--- src/sv/icrf_pkg.sv ---
// Shared types and constants for the interrupt control register file.
package icrf_pkg;

  localparam int unsigned RowCount  = 4;
  localparam int unsigned LaneCount = 4;
  localparam int unsigned RowW      = 2;
  localparam int unsigned LaneW     = 2;

  // Flag bytes live in row 0, lanes 2 and 3
  localparam logic [RowW-1:0]  FlagRow    = 2'd0;
  localparam logic [LaneW-1:0] FlagLaneLo = 2'd2;
  localparam logic [LaneW-1:0] FlagLaneHi = 2'd3;

  typedef enum logic [1:0] {
    KIND_READ  = 2'd0,
    KIND_WRITE = 2'd1,
    KIND_RAISE = 2'd2,
    KIND_NONE  = 2'd3
  } kind_t;

  typedef enum logic [1:0] {
    WIDTH_BYTE = 2'd0,
    WIDTH_HALF = 2'd1,
    WIDTH_WORD = 2'd2,
    WIDTH_WIDE = 2'd3
  } width_t;

  typedef struct packed {
    logic                 wr_en;
    logic                 raise_en;
    logic [RowW-1:0]      row;
    logic [LaneCount-1:0] byte_en;
    logic [31:0]          wdata;
    logic [15:0]          irq;
  } reg_req_t;

endpackage

--- src/sv/interrupt_control_register_file_core.sv ---
// Interrupt control register file: input register, access logic, result register.
// A read item passes through the input register and then the result register.
// Throughput: one item per cycle; a read stalls only while the result register is full
// and not being taken. Writes and raises take effect when they leave the input register.
// Reset (rst_n low, synchronous) clears all sixteen bytes and both valid flags.
module interrupt_control_register_file_core (
  input  logic        clk,
  input  logic        rst_n,
  input  logic        in_valid,
  output logic        in_ready,
  input  logic [1:0]  in_kind,
  input  logic [3:0]  in_offset,
  input  logic [1:0]  in_access_width,
  input  logic [31:0] in_write_data,
  input  logic [15:0] in_irq_lines,
  output logic        out_valid,
  input  logic        out_ready,
  output logic [31:0] out_read_data
);

  logic        s_valid_r;
  logic [1:0]  s_kind_r;
  logic [3:0]  s_offset_r;
  logic [1:0]  s_width_r;
  logic [31:0] s_wdata_r;
  logic [15:0] s_irq_r;
  logic        out_valid_r;
  logic        out_valid_nxt;
  logic [31:0] out_data_r;

  logic        fire;
  logic        is_read;
  logic [3:0]  base;
  logic [1:0]  lane;
  logic [3:0]  byte_en;
  logic [31:0] row_data;
  logic [31:0] rd_shift;
  logic [31:0] rd_value;
  icrf_pkg::reg_req_t req;

  assign is_read  = s_kind_r == icrf_pkg::KIND_READ;
  assign fire     = s_valid_r && (!is_read || !out_valid_r || out_ready);
  assign in_ready = !s_valid_r || fire;

  // align the offset down and pick the byte lanes
  always_comb begin
    case (s_width_r)
      icrf_pkg::WIDTH_BYTE: begin
        base    = s_offset_r;
        byte_en = 4'b0001 << s_offset_r[1:0];
      end
      icrf_pkg::WIDTH_HALF: begin
        base    = {s_offset_r[3:1], 1'b0};
        byte_en = 4'b0011 << {s_offset_r[1], 1'b0};
      end
      default: begin
        base    = {s_offset_r[3:2], 2'b00};
        byte_en = 4'b1111;
      end
    endcase
  end

  assign lane = base[1:0];

  always_comb begin
    req.wr_en    = fire && s_kind_r == icrf_pkg::KIND_WRITE;
    req.raise_en = fire && s_kind_r == icrf_pkg::KIND_RAISE;
    req.row      = base[3:2];
    req.byte_en  = byte_en;
    req.wdata    = s_wdata_r << {lane, 3'b000};
    req.irq      = s_irq_r;
  end

  icrf_regs u_regs (
    .clk      (clk),
    .rst_n    (rst_n),
    .req      (req),
    .row_data (row_data)
  );

  assign rd_shift = row_data >> {lane, 3'b000};

  always_comb begin
    case (s_width_r)
      icrf_pkg::WIDTH_BYTE: rd_value = {24'h0, rd_shift[7:0]};
      icrf_pkg::WIDTH_HALF: rd_value = {16'h0, rd_shift[15:0]};
      default:              rd_value = rd_shift;
    endcase
  end

  always_comb begin
    if (fire && is_read) begin
      out_valid_nxt = 1'b1;
    end else if (out_ready) begin
      out_valid_nxt = 1'b0;
    end else begin
      out_valid_nxt = out_valid_r;
    end
  end

  always_ff @(posedge clk) begin
    if (!rst_n) begin
      s_valid_r   <= 1'b0;
      out_valid_r <= 1'b0;
    end else begin
      if (in_ready) begin
        s_valid_r <= in_valid;
      end
      out_valid_r <= out_valid_nxt;
    end
  end

  always_ff @(posedge clk) begin
    if (in_valid && in_ready) begin
      s_kind_r   <= in_kind;
      s_offset_r <= in_offset;
      s_width_r  <= in_access_width;
      s_wdata_r  <= in_write_data;
      s_irq_r    <= in_irq_lines;
    end
    if (fire && is_read) begin
      out_data_r <= rd_value;
    end
  end

  assign out_valid     = out_valid_r;
  assign out_read_data = out_data_r;

`ifndef NO_ASSERTIONS
  a_read_gives_result: assert property (@(posedge clk) disable iff (!rst_n)
    fire && is_read |=> out_valid_r)
    else $error("read item left no result");

  a_result_from_read: assert property (@(posedge clk) disable iff (!rst_n)
    $rose(out_valid_r) |-> $past(fire && is_read))
    else $error("result appeared without a read item");

  a_stall_needs_item: assert property (@(posedge clk) disable iff (!rst_n)
    !in_ready |-> s_valid_r && is_read && out_valid_r)
    else $error("input stalled with no blocked read");
`endif

endmodule

--- src/sv/icrf_regs.sv ---
// Register storage: four 32-bit rows with write-one-to-clear flag bytes.
module icrf_regs (
  input  logic                   clk,
  input  logic                   rst_n,
  input  icrf_pkg::reg_req_t     req,
  output logic [31:0]            row_data
);

  logic [icrf_pkg::RowCount-1:0][31:0] rows_r;
  logic [icrf_pkg::RowCount-1:0][31:0] rows_nxt;

  assign row_data = rows_r[req.row];

  always_comb begin
    rows_nxt = rows_r;
    for (int r = 0; r < icrf_pkg::RowCount; r++) begin
      for (int l = 0; l < icrf_pkg::LaneCount; l++) begin
        if (req.wr_en && req.row == icrf_pkg::RowW'(r) && req.byte_en[l]) begin
          if (icrf_pkg::RowW'(r) == icrf_pkg::FlagRow &&
              (icrf_pkg::LaneW'(l) == icrf_pkg::FlagLaneLo ||
               icrf_pkg::LaneW'(l) == icrf_pkg::FlagLaneHi)) begin
            // clear flag bits where the written byte has ones
            rows_nxt[r][l*8 +: 8] = rows_r[r][l*8 +: 8] & ~req.wdata[l*8 +: 8];
          end else begin
            rows_nxt[r][l*8 +: 8] = req.wdata[l*8 +: 8];
          end
        end
      end
    end
    if (req.raise_en) begin
      rows_nxt[icrf_pkg::FlagRow][16 +: 16] = rows_r[icrf_pkg::FlagRow][16 +: 16] | req.irq;
    end
  end

  always_ff @(posedge clk) begin
    if (!rst_n) begin
      rows_r <= '0;
    end else begin
      rows_r <= rows_nxt;
    end
  end

endmodule
--- config.mk ---
export PLATFORM = sky130hd
export DESIGN_NAME = interrupt_control_register_file_core
export DESIGN_NICKNAME = d
export VERILOG_FILES = /design/src/sv/icrf_pkg.sv /design/src/sv/interrupt_control_register_file_core.sv /design/src/sv/icrf_regs.sv
export SDC_FILE = /design/constraint.sdc
export NUM_CORES = 1
export LEC_CHECK = 0
export ABC_AREA = 1
export BUFFER_PORTS_ARGS = -buffer_cell sky130_fd_sc_hd__buf_4
export CAP_MARGIN = 0
export CORE_MARGIN = 4
export CORE_UTILIZATION = 44
export CTS_CLUSTER_DIAMETER = 80
export DETAILED_ROUTE_END_ITERATION = 10
export GPL_ROUTABILITY_DRIVEN = 0
export PLACE_DENSITY_LB_ADDON = 0.05
export SYNTH_ARGS = -nofsm -noshare
export SYNTH_HDL_FRONTEND = slang
export SYNTH_HIERARCHICAL = 1
export SYNTH_SLANG_ARGS = --single-unit
--- constraint.sdc ---
create_clock -name clk -period 7.2 [get_ports clk]
set_input_delay 0.36 -clock clk [delete_from_list [all_inputs] [get_ports clk]]
set_output_delay 0.36 -clock clk [all_outputs]
set_load 0.05 [all_outputs]
# == Yosys cells after proc, flatten, opt, wreduce, memory -nomap -nowiden ==
# Index checks and enable logic that the tools add are counted.
# totals
latch_bits,0
output_inout_bits,34
mem_count,0
wordCells,87
rom_bits,0
mem_bits_rw,0
inputBits,60
regBits,218
# classes
magnitude_cmp,1
bitwise,5
shift,4
n_reduce_logical,37
muxes,10
add_sub_neg,0
n_eq_ne,6
mul,0
n_div,0
# ops
cell,n
$bmux 32 s2,1
$pmux 32 s2,1
$mux 32,1
$shl 32x5->32,1
$shr 32x5->32,1
$logic_and 1x1->1,25
$and 8x8->8,2
$mux 16,1
$mux 8,2
$not 8->8,2
$or 16x16->16,1
$pmux 4 s2,1
$eq 2x1->1 const B,3
$eq 2x2->1 const B,3
$logic_not 2->1,3
$reduce_bool 2->1,3
$pmux 2 s2,1
$shl 1x2->4 const A,1
$shl 2x2->4 const A,1
$logic_not 1->1,3
$logic_or 1x1->1,3
$lt 2x3->1 const B,1
$mux 1,2

# == Logic depth before layout (Yosys ltp) ==
# Gate-level depths: netlist of run 1.
# depth
ltp_word,10
mapped_depth,12
depth_no_buf,11

# == Hierarchy ==
# The synthesis of run 1 kept the hierarchy.
# by_module_without_submodules
mod,instances,cells_each,area_each_um2,seq_area_each_um2
icrf_regs,1,1024,6183.4,2562.5
interrupt_control_register_file_core,1,398,4111.4,2682.6

# == Worst setup path after synthesis of run 1 ==
# No wires, ideal clock.
# synth_timing
kind,register -> register
start,"register out_valid_r, in the netlist out_valid"
end,"register s_irq_r[0], enable pin"
setup_time_ns,0.471
synth_period_minus_slack_ns,3.548
stages_incl_launch_ff,6
n_path_buf,0
arrival_ns,3.078
setup_slack_ns,3.652
required_time_ns,6.729
cell_sequence,dfxtp_1 > inv_1 > nor2_1 > inv_1 > nor2_1 > nor2_1
# synth_via
elab_chain_cells,6
# synth_lines
item,line,rtl
start: declaration,interrupt_control_register_file_core.sv:27,logic out_valid_r;
start signal: assignment,interrupt_control_register_file_core.sv:109,out_valid_r <= out_valid_nxt;
$logic_not 1->1,interrupt_control_register_file_core.sv:42,assign fire = s_valid_r && (!is_read || !out_valid_r || out_ready);
$logic_or 1x1->1 (2 in a row),interrupt_control_register_file_core.sv:42,
$logic_and 1x1->1,interrupt_control_register_file_core.sv:42,
$logic_or 1x1->1,interrupt_control_register_file_core.sv:43,assign in_ready = !s_valid_r || fire;
$logic_and 1x1->1,interrupt_control_register_file_core.sv:114,if (in_valid && in_ready) begin
end signal: assignment,interrupt_control_register_file_core.sv:119,s_irq_r <= in_irq_lines;
end: declaration,interrupt_control_register_file_core.sv:26,logic [15:0] s_irq_r;
# Every way passes these cells.
# A chain may end at the register's enable or synchronous reset.

==> results of run 1 <==
[cell families (layout without fill, tap and decap cells)]
group | count (synthesis) | count (layout) | synth area share [%]
compound gates | 139 | 139 | 8.29
buf+inv | 285 | 378 | 10.8
flops | 218 | 218 | 50.9
simple gates | 780 | 780 | 29.9
[metrics by stage]
step	setup slack, ns	utilization (%)
4_1_cts	4.24	52.4
3_5_place_dp	4.22	49.0
2_1_floorplan	3.65	-
3_3_place_gp	4.30	49.0
6_report	4.23	52.5
5_1_grt	3.94	52.5
[worst max path at each step]
| stage | start | to | slack, ns | depth (start not counted) |
|---|---|---|---|---|
| floorplan | out_valid | s_irq_r[0] | 3.65 | 5 |
| global placement | s_width_r[1] | u_regs/rows_r[23] | 4.30 | 11 |
| detailed placement | s_width_r[1] | u_regs/rows_r[23] | 4.22 | 11 |
| CTS | s_width_r[1] | u_regs/rows_r[23] | 4.24 | 11 |
| global route | s_width_r[1] | u_regs/rows_r[21] | 3.94 | 10 |
| finish | s_width_r[1] | u_regs/rows_r[23] | 4.23 | 11 |
[cell usage in the layout, fill, tap and decap left out, drive strengths merged, types with 2 or more instances in the layout]
cell type,instances
nand3,74
nor3,2
edfxtp,88
nand2,370
o211ai,32
nor2,333
dlygate4sd3,6
buf,100
inv,227
o21ai,64
clkbuf,37
clkinv,8
a21oi,12
dfxtp,130
a22oi,31
[power by group]
| part | switching, mW | leakage, nW | internal [mW] |
|---|---|---|---|
| registers | 0.0213 | 1.89 | 1.32 |
| logic | 0.150 | 3.50 | 0.0667 |
| clock network | 0.487 | 0.366 | 0.669 |
[worst max-delay path: cells and delay by family (launching register included)]
kind	cells	cell delay [ns]
buffers and inverters	2	0.47
AOI/OAI and AO/OA	2	0.62
and+or+nand+nor	7	1.19
DFF	1	0.57
[synthesized netlist by cell type (all sizes together)]
| master | count | area [µm²] |
|---|---|---|
| clkinv | 2 | 7.51 |
| nand2 | 370 | 1400 |
| nor3 | 2 | 10.0 |
| nand4 | 1 | 6.26 |
| dfxtp | 130 | 2600 |
| a22oi | 31 | 233 |
| nor2 | 333 | 1280 |
| edfxtp | 88 | 2640 |
| inv | 226 | 851 |
| clkbuf | 35 | 131 |
| buf | 22 | 124 |
| a21oi | 12 | 60.1 |
| o211ai | 32 | 240 |
| o21ai | 64 | 320 |
| nand3 | 74 | 380 |
[routing by layer]
metal / GRT usage [%] / part of all wire (%)
met5: 0 / 0
met3: 2.98 / 6.2
met2: 33.7 / 46
met1: 29.3 / 45
met4: 7.33 / 3.2
[sequential cells by signal (all words and copies together) (netlist names)]
register and flops:
s_offset_r 4, s_valid_r 1, s_width_r 2, s_irq_r 16, out_valid 1, u_regs/rows_r 128
out_read_data 32, s_wdata_r 32, s_kind_r 2
[area by class of cell]
| class | instances | share of cell area [%] |
|---|---|---|
| Sequential cell | 218 | 43.7 |
| Multi-Input combinational cell | 919 | 32.9 |
| Inverter | 228 | 7.16 |
| Timing Repair Buffer | 106 | 6.76 |
| Clock buffer | 37 | 5.84 |
| Tap cell | 313 | 3.27 |
| Clock inverter | 7 | 0.292 |
==> results.json, run 1 <==
{
  "whs_endpoint": "s_irq_r[5]",
  "final_area_um2": 12000,
  "worst-setup-path-type": "flip-flop to flip-flop",
  "skew_ns": 0.0193,
  "peakVddDrop_uv": 146,
  "cp.arrival_ns": 3.40,
  "cts.clk_slew.worst_paths_ns": 0.06,
  "row_count": 55,
  "cts_setup_buffers": 0,
  "p_per_area_nw_per_um2": 226,
  "layout-drive-gt1-share_pct": 10.1,
  "antenna_found_initial": 0,
  "rr_endpoint": "u_regs/rows_r[23]",
  "fill_cells": 2296,
  "grt_max_degree": 68,
  "start_util_pct": 45.1,
  "ant_nets": 0,
  "ys_seq_elements": 218,
  "grt_pass1_vias": 8050,
  "drv_cap": 0,
  "end_kind": "flip-flop",
  "crit_chain": "nor2_4 -> nand2_4 -> buf_4 -> nand2_1 -> o21ai_0 -> o21ai_0 -> nor2_1 -> nor2_1 -> nand2_1 -> inv_1 -> nor2_1",
  "cts_buffer_depth": 3,
  "drc": 0,
  "hold_slack_ns": 0.0142,
  "wl_per_cell_um": 15.0,
  "fmax_mhz": 336,
  "pin_count": 94,
  "crit_path_frequent_cell": "nor2_1",
  "reg2reg_slack_ns": 4.23,
  "vias": 8771,
  "ys_seq_area_share_pct": 50.9,
  "maxSlewHeadroom_pct": 32.3,
  "portBuffers": 93,
  "leakagePower_nw": 5.77,
  "setup_tns_ns": 0,
  "cts_tree": "yes",
  "min_from": "in_irq_lines[5]",
  "initialDrtViolationCount": 556,
  "dp_hpwl_um": 19100,
  "netlist_instances": 1422,
  "p_total_mw": 2.71,
  "ys_warn_count": 6,
  "grt_pass1_wl_um": 43800,
  "r2r_start": "s_width_r[1]",
  "overflow": 0,
  "drt-total-wl_um": 27500,
  "root_buffer": "clkbuf_16",
  "syn_area_um2": 10300,
  "crit_required_ns": 7.62,
  "die_area_um2": 25900,
  "htreeDepth": 1,
  "rr_worst_depth": 11,
  "dr.pass1.iters": 5,
  "start_kind": "flip-flop",
  "maxSlewViolCount": 0,
  "cts.sinks": 218,
  "hold_class": "input port to flip-flop",
  "multi_input_area_um2": 3950,
  "nets": 1557,
  "core_um2": 22800,
  "numCtsBuffers": 24,
  "layout.cells.non_filler": 1828,
  "register_area_um2": 5250,
  "fp.dieH_um": 161,
  "syn-num-nets": 1482,
  "status": "finished, final reports clean",
  "dp.cells": 1778,
  "cp_slowest_cell": "edfxtp_1",
  "ys_types": 23,
  "max_slew.worst_pin.slew_ns": 1.01,
  "clkLatencyLatePin_ns": 0.52,
  "syn_to_final_growth_pct": 16.5,
  "hold_path_depth": 1,
  "grt_usage_pct": 21.0,
  "synth.avg_cell_area_um2": 7.24,
  "setup_viol": 0,
  "via_per_inst": 4.80,
  "fin_crit_sh_pct": 41.3,
  "hold_viol_final": 0,
  "crit_fanout": 66,
  "die_width_um": 161,
  "hold_buffers": 4,
  "place_area_um2": 11200,
  "layout_min_cycle_time_ns": 2.97,
  "cp_slowest_stage_delay_ns": 0.57,
  "rsz0062_at_grt": "false",
  "n_antenna_cell": 0,
  "cts_resized": 0
}
Power figures use the tool's default switching activity.
==> inputs of run 2 (changes only) <==
Settings changed: ABC_AREA 1 to 0.
Clock period 7.2 ns to 2.8 ns, I/O delays scaled along.
==> results.json, run 2 <==
{
  "status": "finished, final reports clean",
  "overflow": 0,
  "crit_chain": "or3b_1 -> buf_12 -> mux2i_1 -> a22oi_1 -> nand2_1 -> mux2i_1",
  "max_slew.worst_pin.slew_ns": 0.759,
  "layout-drive-gt1-share_pct": 19.0,
  "synth.avg_cell_area_um2": 11.9,
  "cts.sinks": 218,
  "start_kind": "flip-flop",
  "grt_max_degree": 57,
  "dp_hpwl_um": 17500,
  "n_antenna_cell": 0,
  "hold_viol_final": 0,
  "final_common_cell": "nand2_1",
  "grt_pass1_wl_um": 39100,
  "syn_area_um2": 9520,
  "maxSlewViolCount": 0,
  "swShare_pct": 23.5,
  "reg2reg_slack_ns": 0.63,
  "syn_to_final_growth_pct": 23.5,
  "yosys-top-cells-count": "nand2_1 (186), dfxtp_1 (130), mux2i_1 (120)",
  "vias": 6732,
  "p_comb_share_pct": 7.9,
  "netlist_instances": 800,
  "fp.dieH_um": 155,
  "p_seq_share_pct": 49.5,
  "p_per_area_nw_per_um2": 587,
  "cp_slowest_stage_delay_ns": 0.59,
  "hold_class": "input port to flip-flop",
  "ys_warn_count": 6,
  "syn-num-nets": 860,
  "drc": 0,
  "cts_tree": "yes",
  "crit_required_ns": 3.25,
  "ys_seq_elements": 218,
  "top_layer": "met4",
  "largest_reg_flops": 128,
  "rr_endpoint": "u_regs/rows_r[60]",
  "setup.worst_path.start": "s_width_r[0]",
  "grt_pass1_vias": 6785,
  "yosysMostFrequentCell": "nand2_1",
  "clkLatencyLatePin_ns": 0.53,
  "row_count": 53,
  "rsz0062_at_grt": "false",
  "clockPowerShare_pct": 42.5,
  "layout_common_cells": "nand2_1 (186), dfxtp_1 (130), mux2i_1 (120)",
  "setup_viol": 0,
  "synth_edf_count": 88,
  "async_flop_share_pct": 0,
  "via_per_inst": 5.45,
  "antenna_found_initial": 3,
  "fill_cells": 1737,
  "wl_met1_um": 11100,
  "die_area_um2": 24100,
  "htreeDepth": 1,
  "endpoint": "u_regs/rows_r[60]",
  "ant_nets": 0,
  "numCtsBuffers": 24,
  "pin_count": 94,
  "core_um2": 21200,
  "yosys-top-cells-area": "edfxtp_1 (28%), dfxtp_1 (27%), mux2i_1 (13%), nand2_1 (7.3%), mux4_2 (4.5%)",
  "skew_ns": 0.0212,
  "synth_top_area_share_pct": 27.8,
  "multi_input_area_um2": 3870,
  "cp.arrival_ns": 2.62,
  "r2r_start": "s_width_r[0]",
  "fin_crit_sh_pct": 77.3,
  "cp_slowest_cell": "or3b_1",
  "drv_cap": 0,
  "crit_path_frequent_cell": "mux2i_1",
  "portBuffers": 93,
  "rr_worst_depth": 6,
  "ys.flop_type": "dfxtp_1",
  "wl_per_cell_um": 20.3,
  "ys_types": 37,
  "dr.pass1.iters": 5,
  "end_kind": "flip-flop",
  "p_sw_mw": 1.62,
  "layout_min_cycle_time_ns": 2.17,
  "ys_seq_area_share_pct": 55.1,
  "leakagePower_nw": 4.91,
  "start_util_pct": 45.0,
  "maxSlewHeadroom_pct": 49.4,
  "intPower_mw": 5.28,
  "synth_top_cell_by_area": "edfxtp_1",
  "cts_buffer_depth": 3,
  "setup_tns_ns": 0,
  "cts_setup_buffers": 0,
  "nets": 1003,
  "crit_fanout": 34,
  "root_buffer": "clkbuf_16",
  "initialDrtViolationCount": 382,
  "cts.clk_slew.worst_paths_ns": 0.06,
  "die_width_um": 155,
  "wl_met2_um": 11700,
  "regMostFlops": "u_regs/rows_r",
  "cts_resized": 0,
  "routed-wl-met3_um": 1540,
  "fmax_mhz": 462,
  "dp.cells": 1133,
  "drt-total-wl_um": 25100,
  "layout.cells.non_filler": 1236,
  "register_area_um2": 5250,
  "peakVddDrop_uv": 487,
  "hold_buffers": 59,
  "grt_usage_pct": 20.9,
  "worst-setup-path-type": "flip-flop to flip-flop"
}
==> run 2: power by group through the flow <==
stage	Clock, mW	Sequential [mW]	Combinational (mW)
after detailed placement	0	3.49	0.479
after CTS	3.01	3.42	0.546
after global routing	3.15	3.42	0.591
final	2.93	3.42	0.548
after floorplan	0	3.49	0.284
after global placement	0	3.49	0.472
==> run 2: how the worst min path moves through the flow <==
stage	from	end	slack (ns)	cells after the start
final	rst_n	out_valid	0.11	2
after global routing	rst_n	out_valid	0.13	2
after CTS	rst_n	out_valid	0.12	2
after detailed placement	in_irq_lines[9]	s_irq_r[9]	0.32	1
after global placement	in_write_data[10]	s_wdata_r[10]	0.32	1
after floorplan	in_irq_lines[0]	s_irq_r[0]	0.24	0
==> run 2: kinds of logic after synthesis <==
logic type	count (synthesis)	synth area share (%)
AO/OA/AOI/OAI	84	5.52
multiplexers	152	20.7
flip-flops	218	55.1
buffers and inverters	63	4.43
AND/OR/NAND/NOR	283	14.2
==> run 2: area by class of cell <==
| cell class | count | area share (%) |
|---|---|---|
| sequential | 218 | 44.6 |
| multi-input combinational | 519 | 32.9 |
| timing repair buffer | 179 | 13.1 |
| clock buffer | 31 | 5.59 |
| tap | 275 | 2.93 |
| clock inverter | 13 | 0.777 |
| inverter | 1 | 0.0319 |
==> run 2: metal layers <==
layer / track usage [%] / vias to the layer above
li1: - / 3190
met3: 3.56 / 41
met5: 0 / -
met2: 34.1 / 227
met1: 28.7 / 3274
met4: 6.39 / 0
==> run 2: worst max-delay path: cells and delay by family, from the launching register on <==
kind / cells / cell delay, ns
buffers and inverters: 1 / 0.25
flip-flops: 1 / 0.48
multiplexers: 2 / 0.31
AND/OR/NAND/NOR: 2 / 0.73
AO/OA/AOI/OAI: 1 / 0.31
==> run 2: stage by stage <==
step	setup slack [ns]	hold WS, ns	power (mW)	utilization (%)	area [µm²]
2_1_floorplan	0.140	0.239	3.77	-	9520
3_3_place_gp	0.714	0.318	3.96	49.2	10400
3_5_place_dp	0.665	0.319	3.97	49.2	10400
4_1_cts	0.645	0.116	6.97	55.6	11800
5_1_grt	0.531	0.132	7.16	55.6	11800
6_report	0.634	0.113	6.90	55.6	11800
